--- src/rtl/ukev_pkg.sv ---
`default_nettype none

package ukev_pkg;

	// Report geometry
	localparam int KEY_SLOTS   = 6;
	localparam int INPUT_SLOTS = 6;
	localparam int LIVE_SLOTS  = (KEY_SLOTS < INPUT_SLOTS) ? KEY_SLOTS : INPUT_SLOTS;
	localparam int MOD_BITS    = 8;
	localparam int MOD_IW      = 3;

	// Scan: one candidate event per step (modifiers, presses, releases)
	localparam int SCAN_LEN = MOD_BITS + 2 * LIVE_SLOTS;
	localparam int IDX_W    = $clog2(SCAN_LEN);
	localparam int SLOT_IW  = (LIVE_SLOTS > 1) ? $clog2(LIVE_SLOTS) : 1;

	localparam logic [7:0] ROLLOVER_CODE = 8'h01;
	localparam logic [7:0] EMPTY_USAGE   = 8'h00;

	typedef logic [LIVE_SLOTS-1:0][7:0]  slots_t;
	typedef logic [INPUT_SLOTS-1:0][7:0] in_slots_t;

	typedef struct packed {
		logic [7:0] mods;
		in_slots_t  slots;
	} report_t;

	typedef struct packed {
		logic       ordinary;
		logic [7:0] code;
		logic       down;
	} event_t;

	// Controller to datapath
	typedef struct packed {
		logic load;
		logic step;
		logic flush;
	} dp_cmd_t;

	// Datapath to controller
	typedef struct packed {
		logic rollover;
		logic hit;
		logic last_step;
		logic hold_valid;
		logic out_free;
	} dp_sts_t;

	// Usages with a key mapping
	function automatic logic usage_mapable(input logic [7:0] u);
		return ((u >= 8'h04) && (u <= 8'h31)) ||
		       ((u >= 8'h33) && (u <= 8'h47)) ||
		       ((u >= 8'h49) && (u <= 8'h63)) ||
		       (u == 8'h65);
	endfunction

	// Membership over all live slots, empty ones included
	function automatic logic slots_hold(input slots_t s, input logic [7:0] u);
		logic found;
		found = 1'b0;
		for (int i = 0; i < LIVE_SLOTS; i++) begin
			if (s[i] == u)
				found = 1'b1;
		end
		return found;
	endfunction

endpackage

`default_nettype wire

--- src/rtl/ukev_ifs.sv ---
`default_nettype none

// Report request channel
interface ukev_report_if;
	logic       valid;
	logic       ready;
	logic [7:0] modifier_bits;
	logic [7:0] slot_0;
	logic [7:0] slot_1;
	logic [7:0] slot_2;
	logic [7:0] slot_3;
	logic [7:0] slot_4;
	logic [7:0] slot_5;

	modport source (output valid, modifier_bits, slot_0, slot_1, slot_2, slot_3, slot_4,
		slot_5, input ready);
	modport sink (input valid, modifier_bits, slot_0, slot_1, slot_2, slot_3, slot_4,
		slot_5, output ready);
endinterface

// Key event request channel
interface ukev_event_if;
	logic       valid;
	logic       ready;
	logic       is_ordinary_key;
	logic [7:0] event_code;
	logic       went_down;
	logic       final_event;

	modport source (output valid, is_ordinary_key, event_code, went_down, final_event,
		input ready);
	modport sink (input valid, is_ordinary_key, event_code, went_down, final_event,
		output ready);
endinterface

`default_nettype wire

--- src/rtl/ukev_dpath.sv ---
`default_nettype none

module ukev_dpath (
	input  logic              clk,
	input  logic              arst_n,
	input  ukev_pkg::report_t report,
	input  ukev_pkg::dp_cmd_t cmd,
	output ukev_pkg::dp_sts_t sts,
	input  logic              out_ready,
	output ukev_pkg::event_t  out_event,
	output logic              out_final,
	output logic              out_valid
);
	import ukev_pkg::*;

	logic [7:0]       mods_new_q, mods_old_q;
	slots_t           slots_new_q, slots_old_q;
	logic [IDX_W-1:0] idx_q;
	logic             pstop_q, rstop_q;
	event_t           hold_q;
	logic             hold_valid_q;
	event_t           out_q;
	logic             out_final_q, out_valid_q;

	logic [IDX_W-1:0]  p_off, r_off;
	logic [SLOT_IW-1:0] p_sel, r_sel;
	logic [7:0]         p_use, r_use;
	logic [MOD_IW-1:0]  m_sel;
	logic               in_mod, in_press, p_zero, r_zero;
	logic               hit, rollover;
	event_t             cur;
	logic               push_mid, push_end;

	// Phase decode and slot selection
	assign in_mod   = (idx_q < IDX_W'(MOD_BITS));
	assign in_press = !in_mod && (idx_q < IDX_W'(MOD_BITS + LIVE_SLOTS));
	assign p_off    = idx_q - IDX_W'(MOD_BITS);
	assign r_off    = idx_q - IDX_W'(MOD_BITS + LIVE_SLOTS);
	assign p_sel    = p_off[SLOT_IW-1:0];
	assign r_sel    = r_off[SLOT_IW-1:0];
	assign m_sel    = idx_q[MOD_IW-1:0];
	assign p_use    = slots_new_q[p_sel];
	assign r_use    = slots_old_q[r_sel];
	assign p_zero   = (p_use == EMPTY_USAGE);
	assign r_zero   = (r_use == EMPTY_USAGE);

	// Candidate event at the current step
	always_comb begin
		cur = '0;
		hit = 1'b0;
		if (in_mod) begin
			cur.ordinary = 1'b0;
			cur.code     = 8'(m_sel);
			cur.down     = mods_new_q[m_sel];
			hit          = mods_new_q[m_sel] ^ mods_old_q[m_sel];
		end else if (in_press) begin
			cur.ordinary = 1'b1;
			cur.code     = p_use;
			cur.down     = 1'b1;
			hit          = !pstop_q && !p_zero && usage_mapable(p_use) &&
			               !slots_hold(slots_old_q, p_use);
		end else begin
			cur.ordinary = 1'b1;
			cur.code     = r_use;
			cur.down     = 1'b0;
			hit          = !rstop_q && !r_zero && usage_mapable(r_use) &&
			               !slots_hold(slots_new_q, r_use);
		end
	end

	// Rollover error: every live slot holds the error usage
	always_comb begin
		rollover = 1'b1;
		for (int i = 0; i < LIVE_SLOTS; i++) begin
			if (report.slots[i] != ROLLOVER_CODE)
				rollover = 1'b0;
		end
	end

	assign push_mid = cmd.step && hit && hold_valid_q;
	assign push_end = cmd.flush && hold_valid_q;

	// Report registers and kept report
	always_ff @(posedge clk) begin
		if (cmd.load) begin
			mods_new_q <= report.mods;
			for (int i = 0; i < LIVE_SLOTS; i++)
				slots_new_q[i] <= report.slots[i];
		end
		if (cmd.step && hit)
			hold_q <= cur;
		if (push_mid || push_end) begin
			out_q       <= hold_q;
			out_final_q <= push_end;
		end
	end

	always_ff @(posedge clk or negedge arst_n) begin
		if (!arst_n) begin
			mods_old_q  <= '0;
			slots_old_q <= '0;
		end else if (cmd.flush) begin
			mods_old_q  <= mods_new_q;
			slots_old_q <= slots_new_q;
		end
	end

	// Scan counter and empty-slot stops
	always_ff @(posedge clk or negedge arst_n) begin
		if (!arst_n) begin
			idx_q   <= '0;
			pstop_q <= 1'b0;
			rstop_q <= 1'b0;
		end else if (cmd.load) begin
			idx_q   <= '0;
			pstop_q <= 1'b0;
			rstop_q <= 1'b0;
		end else if (cmd.step) begin
			idx_q <= idx_q + IDX_W'(1);
			if (in_press && p_zero)
				pstop_q <= 1'b1;
			if (!in_mod && !in_press && r_zero)
				rstop_q <= 1'b1;
		end
	end

	// One-event hold, so the last event can be marked final
	always_ff @(posedge clk or negedge arst_n) begin
		if (!arst_n)
			hold_valid_q <= 1'b0;
		else if (cmd.flush)
			hold_valid_q <= 1'b0;
		else if (cmd.step && hit)
			hold_valid_q <= 1'b1;
	end

	// Output register
	always_ff @(posedge clk or negedge arst_n) begin
		if (!arst_n)
			out_valid_q <= 1'b0;
		else if (push_mid || push_end)
			out_valid_q <= 1'b1;
		else if (out_ready)
			out_valid_q <= 1'b0;
	end

	assign sts.rollover   = rollover;
	assign sts.hit        = hit;
	assign sts.last_step  = (idx_q == IDX_W'(SCAN_LEN - 1));
	assign sts.hold_valid = hold_valid_q;
	assign sts.out_free   = !out_valid_q || out_ready;

	assign out_event = out_q;
	assign out_final = out_final_q;
	assign out_valid = out_valid_q;

endmodule

`default_nettype wire

--- src/rtl/ukev_ctrl.sv ---
`default_nettype none

module ukev_ctrl (
	input  logic              clk,
	input  logic              arst_n,
	input  logic              in_valid,
	output logic              in_ready,
	input  ukev_pkg::dp_sts_t sts,
	output ukev_pkg::dp_cmd_t cmd
);
	import ukev_pkg::*;

	localparam logic [1:0] S_IDLE  = 2'd0;
	localparam logic [1:0] S_SCAN  = 2'd1;
	localparam logic [1:0] S_DRAIN = 2'd2;

	logic [1:0] state_q, state_d;

	assign in_ready = (state_q == S_IDLE);

	// Commands
	assign cmd.load  = in_ready && in_valid && !sts.rollover;
	assign cmd.step  = (state_q == S_SCAN) &&
	                   !(sts.hit && sts.hold_valid && !sts.out_free);
	assign cmd.flush = (state_q == S_DRAIN) && (!sts.hold_valid || sts.out_free);

	// Next state
	always_comb begin
		state_d = state_q;
		case (state_q)
			S_IDLE: begin
				if (cmd.load)
					state_d = S_SCAN;
			end
			S_SCAN: begin
				if (cmd.step && sts.last_step)
					state_d = S_DRAIN;
			end
			S_DRAIN: begin
				if (cmd.flush)
					state_d = S_IDLE;
			end
			default: begin
				state_d = S_IDLE;
			end
		endcase
	end

	always_ff @(posedge clk or negedge arst_n) begin
		if (!arst_n)
			state_q <= S_IDLE;
		else
			state_q <= state_d;
	end

endmodule

`default_nettype wire

--- src/rtl/usb_keyboard_report_to_key_events_unit.sv ---
// Channel     Dir  Payload                                          Accepted when
// report_in   in   modifier_bits, slot_0 .. slot_5                  valid && ready
// event_out   out  is_ordinary_key, event_code, went_down,          valid && ready
//                  final_event
//
// A report is accepted, then scanned over 20 steps, then drained. The scan counter
// tests one candidate event (modifier bit, new slot or old slot) per cycle while
// the scan is not held. A rollover report is dropped in its accept cycle.
// A stalled event output holds the scan whenever a second event is ready to leave.
// Reset clears the kept report to zero and returns the controller to idle.
`default_nettype none

module usb_keyboard_report_to_key_events_unit (
	input  logic clk,
	input  logic arst_n,
	ukev_report_if.sink  report_in,
	ukev_event_if.source event_out
);
	import ukev_pkg::*;

	report_t report;
	dp_cmd_t cmd;
	dp_sts_t sts;
	event_t  ev;
	logic    ev_final, ev_valid;

	// Gather the request payload
	assign report.mods     = report_in.modifier_bits;
	assign report.slots[0] = report_in.slot_0;
	assign report.slots[1] = report_in.slot_1;
	assign report.slots[2] = report_in.slot_2;
	assign report.slots[3] = report_in.slot_3;
	assign report.slots[4] = report_in.slot_4;
	assign report.slots[5] = report_in.slot_5;

	ukev_ctrl u_ctrl (
		.clk      (clk),
		.arst_n   (arst_n),
		.in_valid (report_in.valid),
		.in_ready (report_in.ready),
		.sts      (sts),
		.cmd      (cmd)
	);

	ukev_dpath u_dpath (
		.clk       (clk),
		.arst_n    (arst_n),
		.report    (report),
		.cmd       (cmd),
		.sts       (sts),
		.out_ready (event_out.ready),
		.out_event (ev),
		.out_final (ev_final),
		.out_valid (ev_valid)
	);

	assign event_out.valid           = ev_valid;
	assign event_out.is_ordinary_key = ev.ordinary;
	assign event_out.event_code      = ev.code;
	assign event_out.went_down       = ev.down;
	assign event_out.final_event     = ev_final;

`ifndef NO_ASSERTIONS
	a_idle_no_hold: assert property (@(posedge clk) disable iff (!arst_n)
		report_in.ready |-> !sts.hold_valid)
		else $error("held event left over while idle");

	a_rollover_drop: assert property (@(posedge clk) disable iff (!arst_n)
		(report_in.valid && report_in.ready && sts.rollover) |=> report_in.ready)
		else $error("rollover report started a scan");

	a_push_free: assert property (@(posedge clk) disable iff (!arst_n)
		(cmd.step && sts.hit && sts.hold_valid) |-> sts.out_free)
		else $error("event pushed into a busy output register");

	a_flush_final: assert property (@(posedge clk) disable iff (!arst_n)
		(cmd.flush && sts.hold_valid) |=> (event_out.valid && event_out.final_event))
		else $error("last event of a report not marked final");
`endif

endmodule

`default_nettype wire

--- src/flat_wrapper.sv ---
// flat-port wrapper written by rule: the top's interface ports become plain ports
module usb_keyboard_report_to_key_events_unit_flat import ukev_pkg::*;
  (clk, arst_n, report_in_valid, report_in_modifier_bits, report_in_slot_0, report_in_slot_1, report_in_slot_2, report_in_slot_3, report_in_slot_4, report_in_slot_5, report_in_ready, event_out_valid, event_out_is_ordinary_key, event_out_event_code, event_out_went_down, event_out_final_event, event_out_ready);
  ukev_report_if report_in_i ();
  ukev_event_if event_out_i ();
  input  logic clk;
  input  logic arst_n;
  input wire logic [$bits(report_in_i.valid)-1:0] report_in_valid;
  input wire logic [$bits(report_in_i.modifier_bits)-1:0] report_in_modifier_bits;
  input wire logic [$bits(report_in_i.slot_0)-1:0] report_in_slot_0;
  input wire logic [$bits(report_in_i.slot_1)-1:0] report_in_slot_1;
  input wire logic [$bits(report_in_i.slot_2)-1:0] report_in_slot_2;
  input wire logic [$bits(report_in_i.slot_3)-1:0] report_in_slot_3;
  input wire logic [$bits(report_in_i.slot_4)-1:0] report_in_slot_4;
  input wire logic [$bits(report_in_i.slot_5)-1:0] report_in_slot_5;
  output wire logic [$bits(report_in_i.ready)-1:0] report_in_ready;
  output wire logic [$bits(event_out_i.valid)-1:0] event_out_valid;
  output wire logic [$bits(event_out_i.is_ordinary_key)-1:0] event_out_is_ordinary_key;
  output wire logic [$bits(event_out_i.event_code)-1:0] event_out_event_code;
  output wire logic [$bits(event_out_i.went_down)-1:0] event_out_went_down;
  output wire logic [$bits(event_out_i.final_event)-1:0] event_out_final_event;
  input wire logic [$bits(event_out_i.ready)-1:0] event_out_ready;
  assign report_in_i.valid = report_in_valid;
  assign report_in_i.modifier_bits = report_in_modifier_bits;
  assign report_in_i.slot_0 = report_in_slot_0;
  assign report_in_i.slot_1 = report_in_slot_1;
  assign report_in_i.slot_2 = report_in_slot_2;
  assign report_in_i.slot_3 = report_in_slot_3;
  assign report_in_i.slot_4 = report_in_slot_4;
  assign report_in_i.slot_5 = report_in_slot_5;
  assign report_in_ready = report_in_i.ready;
  assign event_out_valid = event_out_i.valid;
  assign event_out_is_ordinary_key = event_out_i.is_ordinary_key;
  assign event_out_event_code = event_out_i.event_code;
  assign event_out_went_down = event_out_i.went_down;
  assign event_out_final_event = event_out_i.final_event;
  assign event_out_i.ready = event_out_ready;
  usb_keyboard_report_to_key_events_unit u_core (.clk(clk), .arst_n(arst_n), .report_in(report_in_i), .event_out(event_out_i));
endmodule
--- config.mk ---
export PLATFORM = sky130hd
export DESIGN_NAME = usb_keyboard_report_to_key_events_unit_flat
export DESIGN_NICKNAME = d
export VERILOG_FILES = /design/src/rtl/ukev_pkg.sv /design/src/rtl/ukev_ifs.sv /design/src/rtl/ukev_dpath.sv /design/src/rtl/ukev_ctrl.sv /design/src/rtl/usb_keyboard_report_to_key_events_unit.sv /design/src/flat_wrapper.sv
export SDC_FILE = /design/constraint.sdc
export NUM_CORES = 1
export LEC_CHECK = 0
export BUFFER_PORTS_ARGS = -buffer_cell sky130_fd_sc_hd__buf_2
export CORE_ASPECT_RATIO = 0.9
export CORE_MARGIN = 4
export CORE_UTILIZATION = 50
export CTS_CLUSTER_DIAMETER = 100
export DETAILED_ROUTE_END_ITERATION = 8
export PLACE_DENSITY_LB_ADDON = 0.08
export SLEW_MARGIN = 20
export SYNTH_ARGS = -nofsm -noshare
export SYNTH_HDL_FRONTEND = slang
export SYNTH_SLANG_ARGS = --single-unit
--- constraint.sdc ---
create_clock -name clk -period 6 [get_ports clk]
set_clock_uncertainty 0.2 [all_clocks]
set_input_delay 0.6 -clock clk [delete_from_list [all_inputs] [get_ports clk]]
set_output_delay 0.6 -clock clk [all_outputs]
set_load 0.01 [all_outputs]
==> flow_summary.ini <==
[die]
die_area_sq_mm = 0.0185
io_pins = 73
die_h_um = 129
rows = 44
die_w_um = 143
start_util_pct = 50.9
core_region_area_sq_mm = 0.0161

[timing]
timing.fmax_mhz = 211
hold_violations = 0
post-route-min-period_ns = 4.75
setup_slack_ns = 1.25
fin_crit_sh_pct = 79.1
slew_headroom_pct = 28.5
setup_tns_ns = 0
timing.hold.ws_ns = 0.144
setup_viol = 0
tightestPinTransition_ns = 1.07
rsz0062_at_grt = no
drv_slew = 0

[clocking]
numCtsBuffers = 17
cts_setup_buffers = 0
htreeDepth = 4
cts_buffer_depth = 2
ctsRootBufferMaster = clkbuf_16
cts_repair_resize_count = 0
holdBufCountCts = 0
clkLatencyLatePin_ns = 0.43
cts_tree = yes
clock-sinks = 144
clk_pin_slew_ns = 0.07

[synth]
synthCells = 678
synthFlopType = edfxtp_1
synthTopCellsByCount = edfxtp_1 (77), mux2_2 (71), dfrtp_1 (67)
synth_top_area_share_pct = 28.2
syn-cell-area_sq_mm = 0.00819
yosys_warnings = 0
ys_types = 77
synth_area_leader_cell = edfxtp_1
yosysSeqAreaShare_pct = 48.7
synth-edff-count = 77
syn_avg_cell_area_sq_um = 12.1
syn_nets = 740
ys_seq_elements = 144
yosysMostFrequentCell = edfxtp_1
synth_area_leaders = edfxtp_1 (28%), dfrtp_1 (20%), mux2_2 (9.8%)
async_reset_ff_share_pct = 46.5

[place]
place_congestion = 1.01
hpwl_mm = 19.7
place_ws_ns = 1.36
portBuffers = 72

[routing]
vias = 6224
wl_per_cell_um = 26.8
drt-initial-drc-count = 657
antenna_left = 0
route.detailed.drc = 0
routed_wl_mm = 25.8
firstDrtPassIters = 6
viasPerCell = 6.45

[grt]
grtUsageMet1_pct = 42.0
grt_use_met2_pct = 42.7
grt_max_degree = 68
grt.total_usage_pct = 28.7
grt_pass1_wl_mm = 38.5
grt.busiest_layer = met2
grt.overflow.total = 0
first_global_vias = 6076
grt_antenna_before_repair = 0
grt_util_met3_pct = 6.53

[critical_path]
path_class = reg2reg
cp_data_arrival_time_ns = 4.60
worst_setup_path_end_kind = flip-flop
setup.worst_path.start_class = flip-flop
crit_path_max_fanout = 28
crit_required_ns = 5.86

[finish]
fin_nets = 807
area_delta_synth_final_pct = 12.7
layout-drive-gt1-share_pct = 29.3
diodes = 0
fillers = 1350

[power]
ir_drop_v = 0.000292
power.leakage_nw = 3.76
p_per_area_mw_per_mm2 = 534

[flow_run]
maxCapViolations = 0

[min_path]
min_path_type = in2reg

[outcome]
status = complete, no violations
registers in the layout, indices dropped and copies added (netlist names):
name and cells:
u_core.u_dpath.idx_q 5, u_core.u_ctrl.state_q 2, u_core.u_dpath.mods_new_q 8, u_core.u_dpath.out_event 10, u_core.u_dpath.mods_old_q 8, u_core.u_dpath.out_valid 1, u_core.u_dpath.out_final 1, u_core.u_dpath.slots_old_q 48
u_core.u_dpath.rstop_q 1, u_core.u_dpath.slots_new_q 48, u_core.u_dpath.pstop_q 1, u_core.u_dpath.hold_valid_q 1, u_core.u_dpath.hold_q 10
through the flow:
step	util [%]	instances	area, sq um	power (W)
final	57.4	965	9230	0.00492
after global routing	57.4	965	9230	0.00517
after CTS	57.4	965	9230	0.00490
after detailed placement	54.0	933	8680	0.00389
after global placement	54.0	933	8680	0.00388
after floorplan	-	678	8190	0.00327
worst max-delay path, stage by stage, from the launching register on:
cell,delay [ns]
dfrtp_2,0.68
nor2b_1,0.94
a222oi_1,0.43
buf_4,0.30
o2111a_1,0.14
nor4bb_1,0.17
or3_1,0.35
a21oi_1,0.17
nand4_1,0.23
a21o_2,0.28
a21oi_2,0.48
cells in the final DEF, fill, tap and decap left out, types with 22 or more instances in the layout:
cell type  netlist  routed
edfxtp_1        77      77
buf_2           11      72
mux2_2          71      71
dfrtp_1         67      65
xnor2_1         46      46
a21oi_1         34      34
nand2_1         29      28
mux2i_1         28      28
nor2_1          22      22
nor4_1          22      22
metal layers:
metal	part of all wire, %	routed length, um
met1	45	11500
met2	43	11200
met3	9.3	2410
met4	2.7	708
met5	0	0
report_power, final:
| group | internal, W | total, W | switching [W] |
|---|---|---|---|
| logic | 0.000935 | 0.00222 | 0.00129 |
| registers | 0.00136 | 0.00170 | 0.000347 |
| clock network | 0.000546 | 0.000998 | 0.000453 |
| total | 0.00284 | 0.00492 | 0.00209 |
cell type report:
class | count | area (sq um) | share of cell area [%]
clock buffer | 18 | 429 | 4.65
multi-input combinational | 492 | 3970 | 43.0
inverter | 10 | 37.5 | 0.407
timing repair buffer | 80 | 420 | 4.56
sequential | 144 | 3990 | 43.2
tap | 207 | 259 | 2.81
clock inverter | 14 | 123 | 1.33
kinds of logic (layout without fill, tap and decap cells):
| group | after synthesis | count (layout) | synth area share, % |
|---|---|---|---|
| buffers and inverters | 42 | 122 | 2.83 |
| DFF | 144 | 144 | 48.7 |
| and+or+nand+nor | 192 | 192 | 13.9 |
| adders and majority gates | 2 | 2 | 0.306 |
| muxes | 114 | 114 | 17.0 |
| xor gates and xnor gates | 63 | 63 | 6.74 |
| AOI/OAI and AO/OA | 121 | 121 | 10.4 |
final timing paths:
kind,end,cells past startpoint,slack (ns),from
worst max-delay path,u_core.u_dpath.out_event[3],10,1.25,u_core.u_dpath.idx_q[1]
worst min-delay path,u_core.u_dpath.mods_new_q[0],1,0.14,report_in_modifier_bits[0]
worst max register to register,u_core.u_dpath.out_event[3],10,1.25,u_core.u_dpath.idx_q[1]
worst min register to register,u_core.u_dpath.out_event[1],0,0.22,u_core.u_dpath.hold_q[1]
max in group asynchronous,u_core.u_dpath.idx_q[0],2,4.74,arst_n
min in group asynchronous,u_core.u_dpath.slots_old_q[11],2,0.17,arst_n
(Power assumes the default switching activity.)
